$ cat src/rtl/core/nfcs_pkg.sv
// Shared types and constants of the NOR flash command sequencer.
package nfcs_pkg;

    localparam int ADDR_W  = 24;
    localparam int DATA_W  = 16;
    localparam int LIMIT_W = 24;
    localparam int STEP_W  = 3;
    localparam int SEQ_W   = 3;

    // input operations
    localparam logic [1:0] OP_CHIP_ERASE   = 2'd0;
    localparam logic [1:0] OP_SECTOR_ERASE = 2'd1;
    localparam logic [1:0] OP_PROGRAM      = 2'd2;
    localparam logic [1:0] OP_READ_DATA    = 2'd3;

    // result kinds
    localparam logic [1:0] KIND_WRITE = 2'd0;
    localparam logic [1:0] KIND_READ  = 2'd1;
    localparam logic [1:0] KIND_DONE  = 2'd2;

    // completion status
    localparam logic [1:0] STATUS_OK      = 2'd0;
    localparam logic [1:0] STATUS_ERROR   = 2'd1;
    localparam logic [1:0] STATUS_TIMEOUT = 2'd2;

    // bus cycle constants
    localparam logic [ADDR_W-1:0] UNLOCK_ADDR_1 = 24'h000555;
    localparam logic [ADDR_W-1:0] UNLOCK_ADDR_2 = 24'h0002AA;
    localparam logic [DATA_W-1:0] UNLOCK_DATA_1 = 16'h00AA;
    localparam logic [DATA_W-1:0] UNLOCK_DATA_2 = 16'h0055;
    localparam logic [DATA_W-1:0] CMD_ERASE     = 16'h0080;
    localparam logic [DATA_W-1:0] CMD_CHIP      = 16'h0010;
    localparam logic [DATA_W-1:0] CMD_SECTOR    = 16'h0030;
    localparam logic [DATA_W-1:0] CMD_PROGRAM   = 16'h00A0;
    localparam logic [DATA_W-1:0] CMD_RESET     = 16'h00F0;
    localparam logic [DATA_W-1:0] TOGGLE_MASK   = 16'h0044;
    localparam logic [DATA_W-1:0] DQ5_MASK      = 16'h0020;

    // result sequences played by the emitter
    localparam logic [SEQ_W-1:0] SEQ_ERASE_CHIP   = 3'd0;
    localparam logic [SEQ_W-1:0] SEQ_ERASE_SECTOR = 3'd1;
    localparam logic [SEQ_W-1:0] SEQ_PROGRAM      = 3'd2;
    localparam logic [SEQ_W-1:0] SEQ_READ         = 3'd3;
    localparam logic [SEQ_W-1:0] SEQ_DONE         = 3'd4;
    localparam logic [SEQ_W-1:0] SEQ_ABORT        = 3'd5;

    typedef struct packed {
        logic              start;
        logic [SEQ_W-1:0]  seq;
        logic [ADDR_W-1:0] addr;
        logic [DATA_W-1:0] data;
        logic [1:0]        status;
    } burst_t;

    function automatic logic [STEP_W-1:0] seq_last_step(input logic [SEQ_W-1:0] seq);
        logic [STEP_W-1:0] r;
        case (seq)
            SEQ_ERASE_CHIP,
            SEQ_ERASE_SECTOR: r = 3'd6;
            SEQ_PROGRAM:      r = 3'd4;
            SEQ_ABORT:        r = 3'd1;
            default:          r = 3'd0;
        endcase
        return r;
    endfunction

endpackage

$ cat src/rtl/core/nfcs_channels.sv
// Handshake channel interfaces: command/read-data input, result output, configuration.
interface nfcs_cmd_if;
    logic                        valid;
    logic                        ready;
    logic [1:0]                  operation;
    logic [nfcs_pkg::ADDR_W-1:0] target_address;
    logic [nfcs_pkg::DATA_W-1:0] write_halfword;
    logic [nfcs_pkg::DATA_W-1:0] read_halfword;
    logic                        last_word;

    modport source (output valid, operation, target_address, write_halfword,
                    read_halfword, last_word, input ready);
    modport sink   (input valid, operation, target_address, write_halfword,
                    read_halfword, last_word, output ready);
endinterface

interface nfcs_res_if;
    logic                        valid;
    logic                        ready;
    logic [1:0]                  result_kind;
    logic [nfcs_pkg::ADDR_W-1:0] bus_address;
    logic [nfcs_pkg::DATA_W-1:0] bus_data;
    logic [1:0]                  done_status;
    logic                        run_last;

    modport source (output valid, result_kind, bus_address, bus_data, done_status,
                    run_last, input ready);
    modport sink   (input valid, result_kind, bus_address, bus_data, done_status,
                    run_last, output ready);
endinterface

interface nfcs_cfg_if;
    logic                         valid;
    logic                         ready;
    logic [nfcs_pkg::LIMIT_W-1:0] poll_limit;

    modport source (output valid, poll_limit, input ready);
    modport sink   (input valid, poll_limit, output ready);
endinterface

$ cat src/rtl/core/nfcs_ctrl.sv
// Command decode, toggle-bit poll state machine and run bookkeeping.
module nfcs_ctrl #(
    parameter int ADDR_BITS = 24
) (
    input  logic             clk,
    input  logic             rst_n,
    nfcs_cmd_if.sink         cmd,
    nfcs_cfg_if.sink         cfg,
    input  logic             free,
    output nfcs_pkg::burst_t burst
);
    localparam int HA_W = (ADDR_BITS < nfcs_pkg::ADDR_W) ? ADDR_BITS : nfcs_pkg::ADDR_W;

    localparam logic [2:0] PH_IDLE   = 3'd0;
    localparam logic [2:0] PH_VERIFY = 3'd1;
    localparam logic [2:0] PH_POLL_A = 3'd2;
    localparam logic [2:0] PH_POLL_B = 3'd3;
    localparam logic [2:0] PH_POLL_C = 3'd4;
    localparam logic [2:0] PH_POLL_D = 3'd5;

    logic [2:0]                    phase_reg, phase_next;
    logic [1:0]                    command_reg, command_next;
    logic [HA_W-1:0]               held_addr_reg, held_addr_next;
    logic [nfcs_pkg::DATA_W-1:0]   held_data_reg, held_data_next;
    logic [nfcs_pkg::DATA_W-1:0]   first_reg, first_next;
    logic [nfcs_pkg::LIMIT_W-1:0]  polls_reg, polls_next;
    logic [nfcs_pkg::LIMIT_W-1:0]  limit_reg;
    logic                          aborted_reg, aborted_next;
    logic                          held_last_reg, held_last_next;

    logic                          accept;
    logic [HA_W-1:0]               tgt;
    logic [nfcs_pkg::ADDR_W-1:0]   held_addr_ext;
    logic                          fail;
    logic [1:0]                    fail_status;
    logic                          round_end;
    logic                          toggle_same;

    assign cmd.ready     = free;
    assign cfg.ready     = 1'b1;
    assign accept        = cmd.valid && free;
    assign tgt           = HA_W'(cmd.target_address);
    assign held_addr_ext = nfcs_pkg::ADDR_W'(held_addr_reg);
    assign toggle_same   = (first_reg & nfcs_pkg::TOGGLE_MASK)
                           == (cmd.read_halfword & nfcs_pkg::TOGGLE_MASK);

    always_comb
    begin
        phase_next     = phase_reg;
        command_next   = command_reg;
        held_addr_next = held_addr_reg;
        held_data_next = held_data_reg;
        first_next     = first_reg;
        polls_next     = polls_reg;
        aborted_next   = aborted_reg;
        held_last_next = held_last_reg;
        fail           = 1'b0;
        fail_status    = nfcs_pkg::STATUS_TIMEOUT;
        round_end      = 1'b0;
        burst          = '{start: 1'b0, seq: nfcs_pkg::SEQ_READ, addr: held_addr_ext,
                           data: '0, status: nfcs_pkg::STATUS_OK};

        if (accept)
        begin
            if (cmd.operation != nfcs_pkg::OP_READ_DATA)
            begin
                if (phase_reg == PH_IDLE)
                begin
                    if (cmd.operation == nfcs_pkg::OP_PROGRAM)
                    begin
                        if (aborted_reg)
                        begin
                            // words of a failed run are dropped up to its last one
                            if (cmd.last_word)
                                aborted_next = 1'b0;
                        end
                        else
                        begin
                            command_next   = nfcs_pkg::OP_PROGRAM;
                            held_addr_next = tgt;
                            held_data_next = cmd.write_halfword;
                            held_last_next = cmd.last_word;
                            phase_next     = PH_VERIFY;
                            burst.start    = 1'b1;
                            burst.addr     = nfcs_pkg::ADDR_W'(tgt);
                        end
                    end
                    else
                    begin
                        aborted_next   = 1'b0;
                        command_next   = cmd.operation;
                        held_last_next = 1'b0;
                        polls_next     = limit_reg;
                        phase_next     = PH_POLL_A;
                        burst.start    = 1'b1;
                        if (cmd.operation == nfcs_pkg::OP_CHIP_ERASE)
                        begin
                            held_addr_next = '0;
                            burst.seq      = nfcs_pkg::SEQ_ERASE_CHIP;
                            burst.addr     = '0;
                        end
                        else
                        begin
                            held_addr_next = tgt;
                            burst.seq      = nfcs_pkg::SEQ_ERASE_SECTOR;
                            burst.addr     = nfcs_pkg::ADDR_W'(tgt);
                        end
                    end
                end
            end
            else
            begin
                case (phase_reg)
                    PH_VERIFY:
                    begin
                        burst.start = 1'b1;
                        if (cmd.read_halfword == held_data_reg)
                        begin
                            phase_next = PH_IDLE;
                            burst.seq  = nfcs_pkg::SEQ_DONE;
                        end
                        else
                        begin
                            polls_next = limit_reg;
                            phase_next = PH_POLL_A;
                            burst.seq  = nfcs_pkg::SEQ_PROGRAM;
                            burst.data = held_data_reg;
                        end
                    end
                    PH_POLL_A, PH_POLL_C:
                    begin
                        first_next  = cmd.read_halfword;
                        phase_next  = (phase_reg == PH_POLL_A) ? PH_POLL_B : PH_POLL_D;
                        burst.start = 1'b1;
                    end
                    PH_POLL_B:
                    begin
                        if (toggle_same)
                        begin
                            phase_next  = PH_IDLE;
                            burst.start = 1'b1;
                            burst.seq   = nfcs_pkg::SEQ_DONE;
                        end
                        else if ((first_reg & nfcs_pkg::DQ5_MASK) != '0)
                        begin
                            // DQ5 up: one more pair decides between busy and error
                            phase_next  = PH_POLL_C;
                            burst.start = 1'b1;
                        end
                        else
                            round_end = 1'b1;
                    end
                    PH_POLL_D:
                    begin
                        if (!toggle_same)
                        begin
                            fail        = 1'b1;
                            fail_status = nfcs_pkg::STATUS_ERROR;
                        end
                        else
                            round_end = 1'b1;
                    end
                    default:
                    begin
                    end
                endcase

                if (round_end)
                begin
                    if (polls_reg <= nfcs_pkg::LIMIT_W'(1))
                    begin
                        polls_next = '0;
                        fail       = 1'b1;
                    end
                    else
                    begin
                        polls_next  = polls_reg - nfcs_pkg::LIMIT_W'(1);
                        phase_next  = PH_POLL_A;
                        burst.start = 1'b1;
                    end
                end

                if (fail)
                begin
                    phase_next  = PH_IDLE;
                    burst.start = 1'b1;
                    if (command_reg == nfcs_pkg::OP_PROGRAM)
                    begin
                        burst.seq    = nfcs_pkg::SEQ_ABORT;
                        burst.status = nfcs_pkg::STATUS_TIMEOUT;
                        if (!held_last_reg)
                            aborted_next = 1'b1;
                    end
                    else
                    begin
                        burst.seq    = nfcs_pkg::SEQ_DONE;
                        burst.status = fail_status;
                    end
                end
            end
        end
    end

    always_ff @(posedge clk or negedge rst_n)
    begin
        if (!rst_n)
        begin
            phase_reg     <= PH_IDLE;
            command_reg   <= nfcs_pkg::OP_CHIP_ERASE;
            held_addr_reg <= '0;
            held_data_reg <= '0;
            first_reg     <= '0;
            polls_reg     <= '0;
            aborted_reg   <= 1'b0;
            held_last_reg <= 1'b0;
            limit_reg     <= '1;
        end
        else
        begin
            phase_reg     <= phase_next;
            command_reg   <= command_next;
            held_addr_reg <= held_addr_next;
            held_data_reg <= held_data_next;
            first_reg     <= first_next;
            polls_reg     <= polls_next;
            aborted_reg   <= aborted_next;
            held_last_reg <= held_last_next;
            if (cfg.valid)
                limit_reg <= cfg.poll_limit;
        end
    end

endmodule

$ cat src/rtl/core/nfcs_emit.sv
// Result register: plays out one burst of bus cycles, one word per cycle while res.ready is high.
module nfcs_emit (
    input  logic             clk,
    input  logic             rst_n,
    input  nfcs_pkg::burst_t burst,
    nfcs_res_if.source       res,
    output logic             free
);
    logic                                busy_reg;
    logic [nfcs_pkg::SEQ_W-1:0]          seq_reg;
    logic [nfcs_pkg::STEP_W-1:0]         step_reg;
    logic [nfcs_pkg::ADDR_W-1:0]         addr_reg;
    logic [nfcs_pkg::DATA_W-1:0]         data_reg;
    logic [1:0]                          status_reg;
    logic                                at_last;
    logic                                take;

    assign at_last   = step_reg == nfcs_pkg::seq_last_step(seq_reg);
    assign take      = busy_reg && res.ready;
    assign free      = !busy_reg || (take && at_last);
    assign res.valid = busy_reg;
    assign res.run_last = at_last;

    always_comb
    begin
        res.result_kind = nfcs_pkg::KIND_WRITE;
        res.bus_address = '0;
        res.bus_data    = '0;
        res.done_status = nfcs_pkg::STATUS_OK;
        case (seq_reg)
            nfcs_pkg::SEQ_ERASE_CHIP, nfcs_pkg::SEQ_ERASE_SECTOR, nfcs_pkg::SEQ_PROGRAM:
            begin
                case (step_reg)
                    3'd0, 3'd3:
                    begin
                        res.bus_address = nfcs_pkg::UNLOCK_ADDR_1;
                        res.bus_data    = nfcs_pkg::UNLOCK_DATA_1;
                        if (step_reg == 3'd3 && seq_reg == nfcs_pkg::SEQ_PROGRAM)
                        begin
                            res.bus_address = addr_reg;
                            res.bus_data    = data_reg;
                        end
                    end
                    3'd1, 3'd4:
                    begin
                        res.bus_address = nfcs_pkg::UNLOCK_ADDR_2;
                        res.bus_data    = nfcs_pkg::UNLOCK_DATA_2;
                        if (step_reg == 3'd4 && seq_reg == nfcs_pkg::SEQ_PROGRAM)
                        begin
                            res.result_kind = nfcs_pkg::KIND_READ;
                            res.bus_address = addr_reg;
                            res.bus_data    = '0;
                        end
                    end
                    3'd2:
                    begin
                        res.bus_address = nfcs_pkg::UNLOCK_ADDR_1;
                        res.bus_data    = (seq_reg == nfcs_pkg::SEQ_PROGRAM)
                                          ? nfcs_pkg::CMD_PROGRAM : nfcs_pkg::CMD_ERASE;
                    end
                    3'd5:
                    begin
                        if (seq_reg == nfcs_pkg::SEQ_ERASE_CHIP)
                        begin
                            res.bus_address = nfcs_pkg::UNLOCK_ADDR_1;
                            res.bus_data    = nfcs_pkg::CMD_CHIP;
                        end
                        else
                        begin
                            res.bus_address = addr_reg;
                            res.bus_data    = nfcs_pkg::CMD_SECTOR;
                        end
                    end
                    default:
                    begin
                        res.result_kind = nfcs_pkg::KIND_READ;
                        res.bus_address = addr_reg;
                    end
                endcase
            end
            nfcs_pkg::SEQ_READ:
            begin
                res.result_kind = nfcs_pkg::KIND_READ;
                res.bus_address = addr_reg;
            end
            nfcs_pkg::SEQ_ABORT:
            begin
                if (step_reg == 3'd0)
                    res.bus_data = nfcs_pkg::CMD_RESET;
                else
                begin
                    res.result_kind = nfcs_pkg::KIND_DONE;
                    res.done_status = status_reg;
                end
            end
            default:
            begin
                res.result_kind = nfcs_pkg::KIND_DONE;
                res.done_status = status_reg;
            end
        endcase
    end

    always_ff @(posedge clk or negedge rst_n)
    begin
        if (!rst_n)
        begin
            busy_reg <= 1'b0;
            seq_reg  <= nfcs_pkg::SEQ_READ;
            step_reg <= '0;
        end
        else if (burst.start)
        begin
            busy_reg <= 1'b1;
            seq_reg  <= burst.seq;
            step_reg <= '0;
        end
        else if (take)
        begin
            if (at_last)
                busy_reg <= 1'b0;
            else
                step_reg <= step_reg + nfcs_pkg::STEP_W'(1);
        end
    end

    always_ff @(posedge clk)
    begin
        if (burst.start)
        begin
            addr_reg   <= burst.addr;
            data_reg   <= burst.data;
            status_reg <= burst.status;
        end
    end

endmodule

$ cat src/rtl/core/nor_flash_command_sequencer.sv
// NOR flash command sequencer top level: control state machine and result emitter.
// Each accepted word is decoded in the cycle it is taken and its bus cycles are played
// from the result register, one word per cycle while ready is high: a returned poll
// read, a verify read or a plain completion gives one word, a failed program two, a
// program start five and an erase seven. The next input word is taken in the cycle the
// last result of the previous one leaves, so back-to-back poll reads run at one word
// per clock; words that cause no result are taken whenever the result register is free.
// poll_limit resets to 0xFFFFFF and may be written on cfg while the block is idle.
module nor_flash_command_sequencer #(
    parameter int ADDR_BITS = 24
) (
    input  logic       clk,
    input  logic       rst_n,
    nfcs_cmd_if.sink   cmd,
    nfcs_res_if.source res,
    nfcs_cfg_if.sink   cfg
);
    nfcs_pkg::burst_t burst;
    logic             free;

    nfcs_ctrl #(
        .ADDR_BITS (ADDR_BITS)
    ) u_ctrl (
        .clk   (clk),
        .rst_n (rst_n),
        .cmd   (cmd),
        .cfg   (cfg),
        .free  (free),
        .burst (burst)
    );

    nfcs_emit u_emit (
        .clk   (clk),
        .rst_n (rst_n),
        .burst (burst),
        .res   (res),
        .free  (free)
    );

endmodule

$ cat src/flat_wrapper.sv
// flat-port wrapper written by rule: the top's interface ports become plain ports
module nor_flash_command_sequencer_flat 
#(
    parameter int ADDR_BITS = 24
)
  (clk, rst_n, cmd_valid, cmd_operation, cmd_target_address, cmd_write_halfword, cmd_read_halfword, cmd_last_word, cmd_ready, res_valid, res_result_kind, res_bus_address, res_bus_data, res_done_status, res_run_last, res_ready, cfg_valid, cfg_poll_limit, cfg_ready);
  nfcs_cmd_if cmd_i ();
  nfcs_res_if res_i ();
  nfcs_cfg_if cfg_i ();
  input  logic clk;
  input  logic rst_n;
  input wire logic [$bits(cmd_i.valid)-1:0] cmd_valid;
  input wire logic [$bits(cmd_i.operation)-1:0] cmd_operation;
  input wire logic [$bits(cmd_i.target_address)-1:0] cmd_target_address;
  input wire logic [$bits(cmd_i.write_halfword)-1:0] cmd_write_halfword;
  input wire logic [$bits(cmd_i.read_halfword)-1:0] cmd_read_halfword;
  input wire logic [$bits(cmd_i.last_word)-1:0] cmd_last_word;
  output wire logic [$bits(cmd_i.ready)-1:0] cmd_ready;
  output wire logic [$bits(res_i.valid)-1:0] res_valid;
  output wire logic [$bits(res_i.result_kind)-1:0] res_result_kind;
  output wire logic [$bits(res_i.bus_address)-1:0] res_bus_address;
  output wire logic [$bits(res_i.bus_data)-1:0] res_bus_data;
  output wire logic [$bits(res_i.done_status)-1:0] res_done_status;
  output wire logic [$bits(res_i.run_last)-1:0] res_run_last;
  input wire logic [$bits(res_i.ready)-1:0] res_ready;
  input wire logic [$bits(cfg_i.valid)-1:0] cfg_valid;
  input wire logic [$bits(cfg_i.poll_limit)-1:0] cfg_poll_limit;
  output wire logic [$bits(cfg_i.ready)-1:0] cfg_ready;
  assign cmd_i.valid = cmd_valid;
  assign cmd_i.operation = cmd_operation;
  assign cmd_i.target_address = cmd_target_address;
  assign cmd_i.write_halfword = cmd_write_halfword;
  assign cmd_i.read_halfword = cmd_read_halfword;
  assign cmd_i.last_word = cmd_last_word;
  assign cmd_ready = cmd_i.ready;
  assign res_valid = res_i.valid;
  assign res_result_kind = res_i.result_kind;
  assign res_bus_address = res_i.bus_address;
  assign res_bus_data = res_i.bus_data;
  assign res_done_status = res_i.done_status;
  assign res_run_last = res_i.run_last;
  assign res_i.ready = res_ready;
  assign cfg_i.valid = cfg_valid;
  assign cfg_i.poll_limit = cfg_poll_limit;
  assign cfg_ready = cfg_i.ready;
  nor_flash_command_sequencer #(.ADDR_BITS(ADDR_BITS)) u_core (.clk(clk), .rst_n(rst_n), .cmd(cmd_i), .res(res_i), .cfg(cfg_i));
endmodule
$ cat config.mk
export PLATFORM = sky130hd
export DESIGN_NAME = nor_flash_command_sequencer_flat
export DESIGN_NICKNAME = d
export VERILOG_FILES = /design/src/rtl/core/nfcs_pkg.sv /design/src/rtl/core/nfcs_channels.sv /design/src/rtl/core/nfcs_ctrl.sv /design/src/rtl/core/nfcs_emit.sv /design/src/rtl/core/nor_flash_command_sequencer.sv /design/src/flat_wrapper.sv
export SDC_FILE = /design/constraint.sdc
export NUM_CORES = 1
export LEC_CHECK = 0
export BUFFER_PORTS_ARGS = -buffer_cell sky130_fd_sc_hd__buf_2
export CAP_MARGIN = 20
export CORE_MARGIN = 1.5
export CORE_UTILIZATION = 30
export DETAILED_ROUTE_END_ITERATION = 8
export MAX_ROUTING_LAYER = met4
export SLEW_MARGIN = 15
export SYNTH_ARGS = -nofsm -noshare
export SYNTH_HDL_FRONTEND = slang
export SYNTH_SLANG_ARGS = --single-unit
$ cat constraint.sdc
create_clock -name clk -period 2.75 [get_ports clk]
set_input_delay 0.1375 -clock clk [delete_from_list [all_inputs] [get_ports clk]]
set_output_delay 0.1375 -clock clk [all_outputs]
set_load 0.005 [all_outputs]
==> results.txt <==
Lkg Pwr - 0.00442 uW
Top post-synthesis cells by area - dfrtp_1 (25%), edfxtp_1 (16%), dfstp_2 (8.8%)
Tcrit/Tclk final - 96.6%
Sequential area share after synthesis - 50.5%
Metal3 WL - 775 um
GRT overflow - 0
Detailed Routing Iterations Pass 1 - 5
Avg WL per Cell - 16.4 um
GRT Total Usage - 16.2%
Largest net degree at the start of global routing - 106
Clock slew at reported path FFs - 70 ps
Commonest cells post-synth - dfrtp_1 (79), a22o_1 (50), mux2_2 (45)
Critical Path Slowest Stage Cell - dfrtp_1
Slew Limit Fails - 0
Vias in the first global route - 6321
Crit Path Max Fanout - 9
Clock buffer count from CTS - 17
Final setup viols - 0
Critical Path RT - 2610 ps
Asr flop ratio synth - 71.4%
Residual DRC - 0
Worst slew pin tran - 674 ps
Post-DP HPWL - 13900 um
Max Fclk - 376 MHz
Layout cells sized above 1 - 34.8%
Crit path largest cell delay - 380 ps
Hold_ws - 24.0 ps
GP Congestion - 0.855
Post-synth EDFFs - 42
Met2 wire len - 9760 um
Die ar. - 0.0268 sq mm
Fin nets - 1010
Max_cap viols - 0
CTS tree - done
CTS root buf - clkbuf_16
Total core area - 0.0253 sq mm
Routed wire length - 20700 um
Unique masters post-synth - 76
Seq cells post-synth - 147
Predominant post-synthesis flop cell - dfrtp_1
Max clock buf depth - 2
Vias/cell - 5.10
Critical path type - reg -> out
Yosys top cell by area - dfrtp_1
Syn nets - 801
RSZ-0062 raised after global routing - yes
Cell Count, Final, Fillers Out - 1260
Critical-path cell list - buf_4, inv_1, ha_2, nand4bb_1, o21ai_2, a21oi_1, o21ai_2, buf_4, nor2b_1, nor3b_2, buf_2
WP data arrival - 2520 ps
Peak supply drop - 0.469 mV
Starting Density - 30.7%
Final hold violations - 0
PortBufs - 134
H-tree depth - 4
Relative slew slack - 55.0%
Max layer used - met4
Post-Place Cells - 1151
Tmin final - 2660 ps
Run status - finished, final reports clean
Initial antenna violation count - 2
Row count - 58
Post-route ant nets - 0
Most frequent cell after synthesis - dfrtp_1
Worst hold path class - in -> reg
CTS Sinks - 147
# IOs - 136
Power per cell area - 960 mW/mm^2
P&R area growth vs syn - 34.0%
First-pass GRT wire length - 33000 um
Mapped cell area - 0.00776 sq mm
Startpoint types - register
Clk_skew - 16.6 ps
CP endpoint kind - primary output
Setup TNS - 0 ps
Routed vias - 6428
Syn Inst Count - 706
Clk Latency, worst-skew pair - 440 ps
Starting DRT DRC Count - 329
Die height - 164 um
Avg Cell Area, Syn - 11.0 sq um
WL met1 - 9600 um
Area share of the largest cell type after synthesis - 25.5%
Die Wd - 164 um
Yosys warning count - 0
## worst max-delay path, delay by kind of cell (launching register included)
kind	cells	cell delay (ps)
DFF	1	380
buffers and inverters	4	620
AOI/OAI and AO/OA	3	450
and+or+nand+nor	3	400
adders and majority gates	1	240
## stage by stage
step | setup WS, ps | utilization, % | total power, uW | area (sq um)
2_1_floorplan | 368 | - | 5720 | 7760
3_3_place_gp | 168 | 35.3 | 7120 | 8900
3_5_place_dp | 172 | 35.4 | 7170 | 8930
4_1_cts | 5.23 | 40.8 | 9900 | 10300
5_1_grt | -41.3 | 41.2 | 10600 | 10400
6_report | 93.0 | 41.2 | 9980 | 10400
## layer usage
layer	global-route usage, %	up-vias
met5	-	-
met4	7.31	0
met3	2.42	36
met2	24.9	165
met1	21.2	3161
li1	-	3066
## logic make-up after synthesis
group           count (synthesis)  synth area share [%]
other cells                     1                0.0483
mux                            47                  6.79
flops                         147                  50.5
buf+inv                        67                  4.14
fa+ha+maj                       7                  1.13
compound gates                212                  19.9
simple gates                  205                  15.2
xor+xnor                       20                  2.26
## report_power, final
group          total (uW)  internal (uW)  switching, uW  leakage [uW]
logic                4030           1980           2060       0.00243
clock network        2490           1400           1080      0.000308
registers            3460           2950            511       0.00168
total                9980           6330           3650       0.00442
## cells in the final DEF, fill, tap and decap left out, types with 9 or more instances in the layout
cell	instances
dlygate4sd3_1	67
edfxtp_1	42
nor4_1	9
mux2_2	45
o21ai_0	17
o31ai_1	18
a21oi_1	33
nor3_1	35
a22o_1	50
buf_2	133
o21ai_1	18
buf_4	31
dfstp_2	26
inv_1	14
nand2_1	22
clkbuf_16	17
a21o_1	9
and2_1	38
xnor2_1	18
nor2_1	35
a211oi_1	13
dfrtp_1	77
## timing repair
item / in CTS / in global routing
endpoints found under the hold margin: 162 / 0
pin swaps: 2 / 5
hold buffers: 67 / 0
setup endpoints to repair: 30 / 41
resized for setup: 12 / 19
cloned: 1 / 0
buffers inserted: 2 / 5
## cell type report
class                      instances  area (sq um)
tap                              330           413
clock inverter                    15           213
clock buffer                      17           425
fill                            2419         14900
multi-input combinational        492          3620
timing repair buffer             240          1740
inverter                          17          63.8
sequential                       147          3920
antenna                            2          5.00
## final timing paths
path / startpoint / endpoint / slack (ps) / cells after the start
min in group asynchronous: rst_n / u_core.u_ctrl.polls_reg[12] / 300 / 3
worst min-delay path: cmd_read_halfword[6] / u_core.u_ctrl.first_reg[6] / 20 / 2
worst max register to register: u_core.u_emit.step_reg[1] / u_core.u_emit.data_reg[0] / 180 / 9
worst max-delay path: u_core.u_emit.step_reg[2] / res_bus_address[10] / 90 / 11
worst min register to register: u_core.u_ctrl.command_reg[1] / u_core.u_ctrl.command_reg[1] / 480 / 1
max in group asynchronous: rst_n / u_core.u_ctrl.held_data_reg[8] / 1960 / 3
Power figures use the tool's default switching activity.
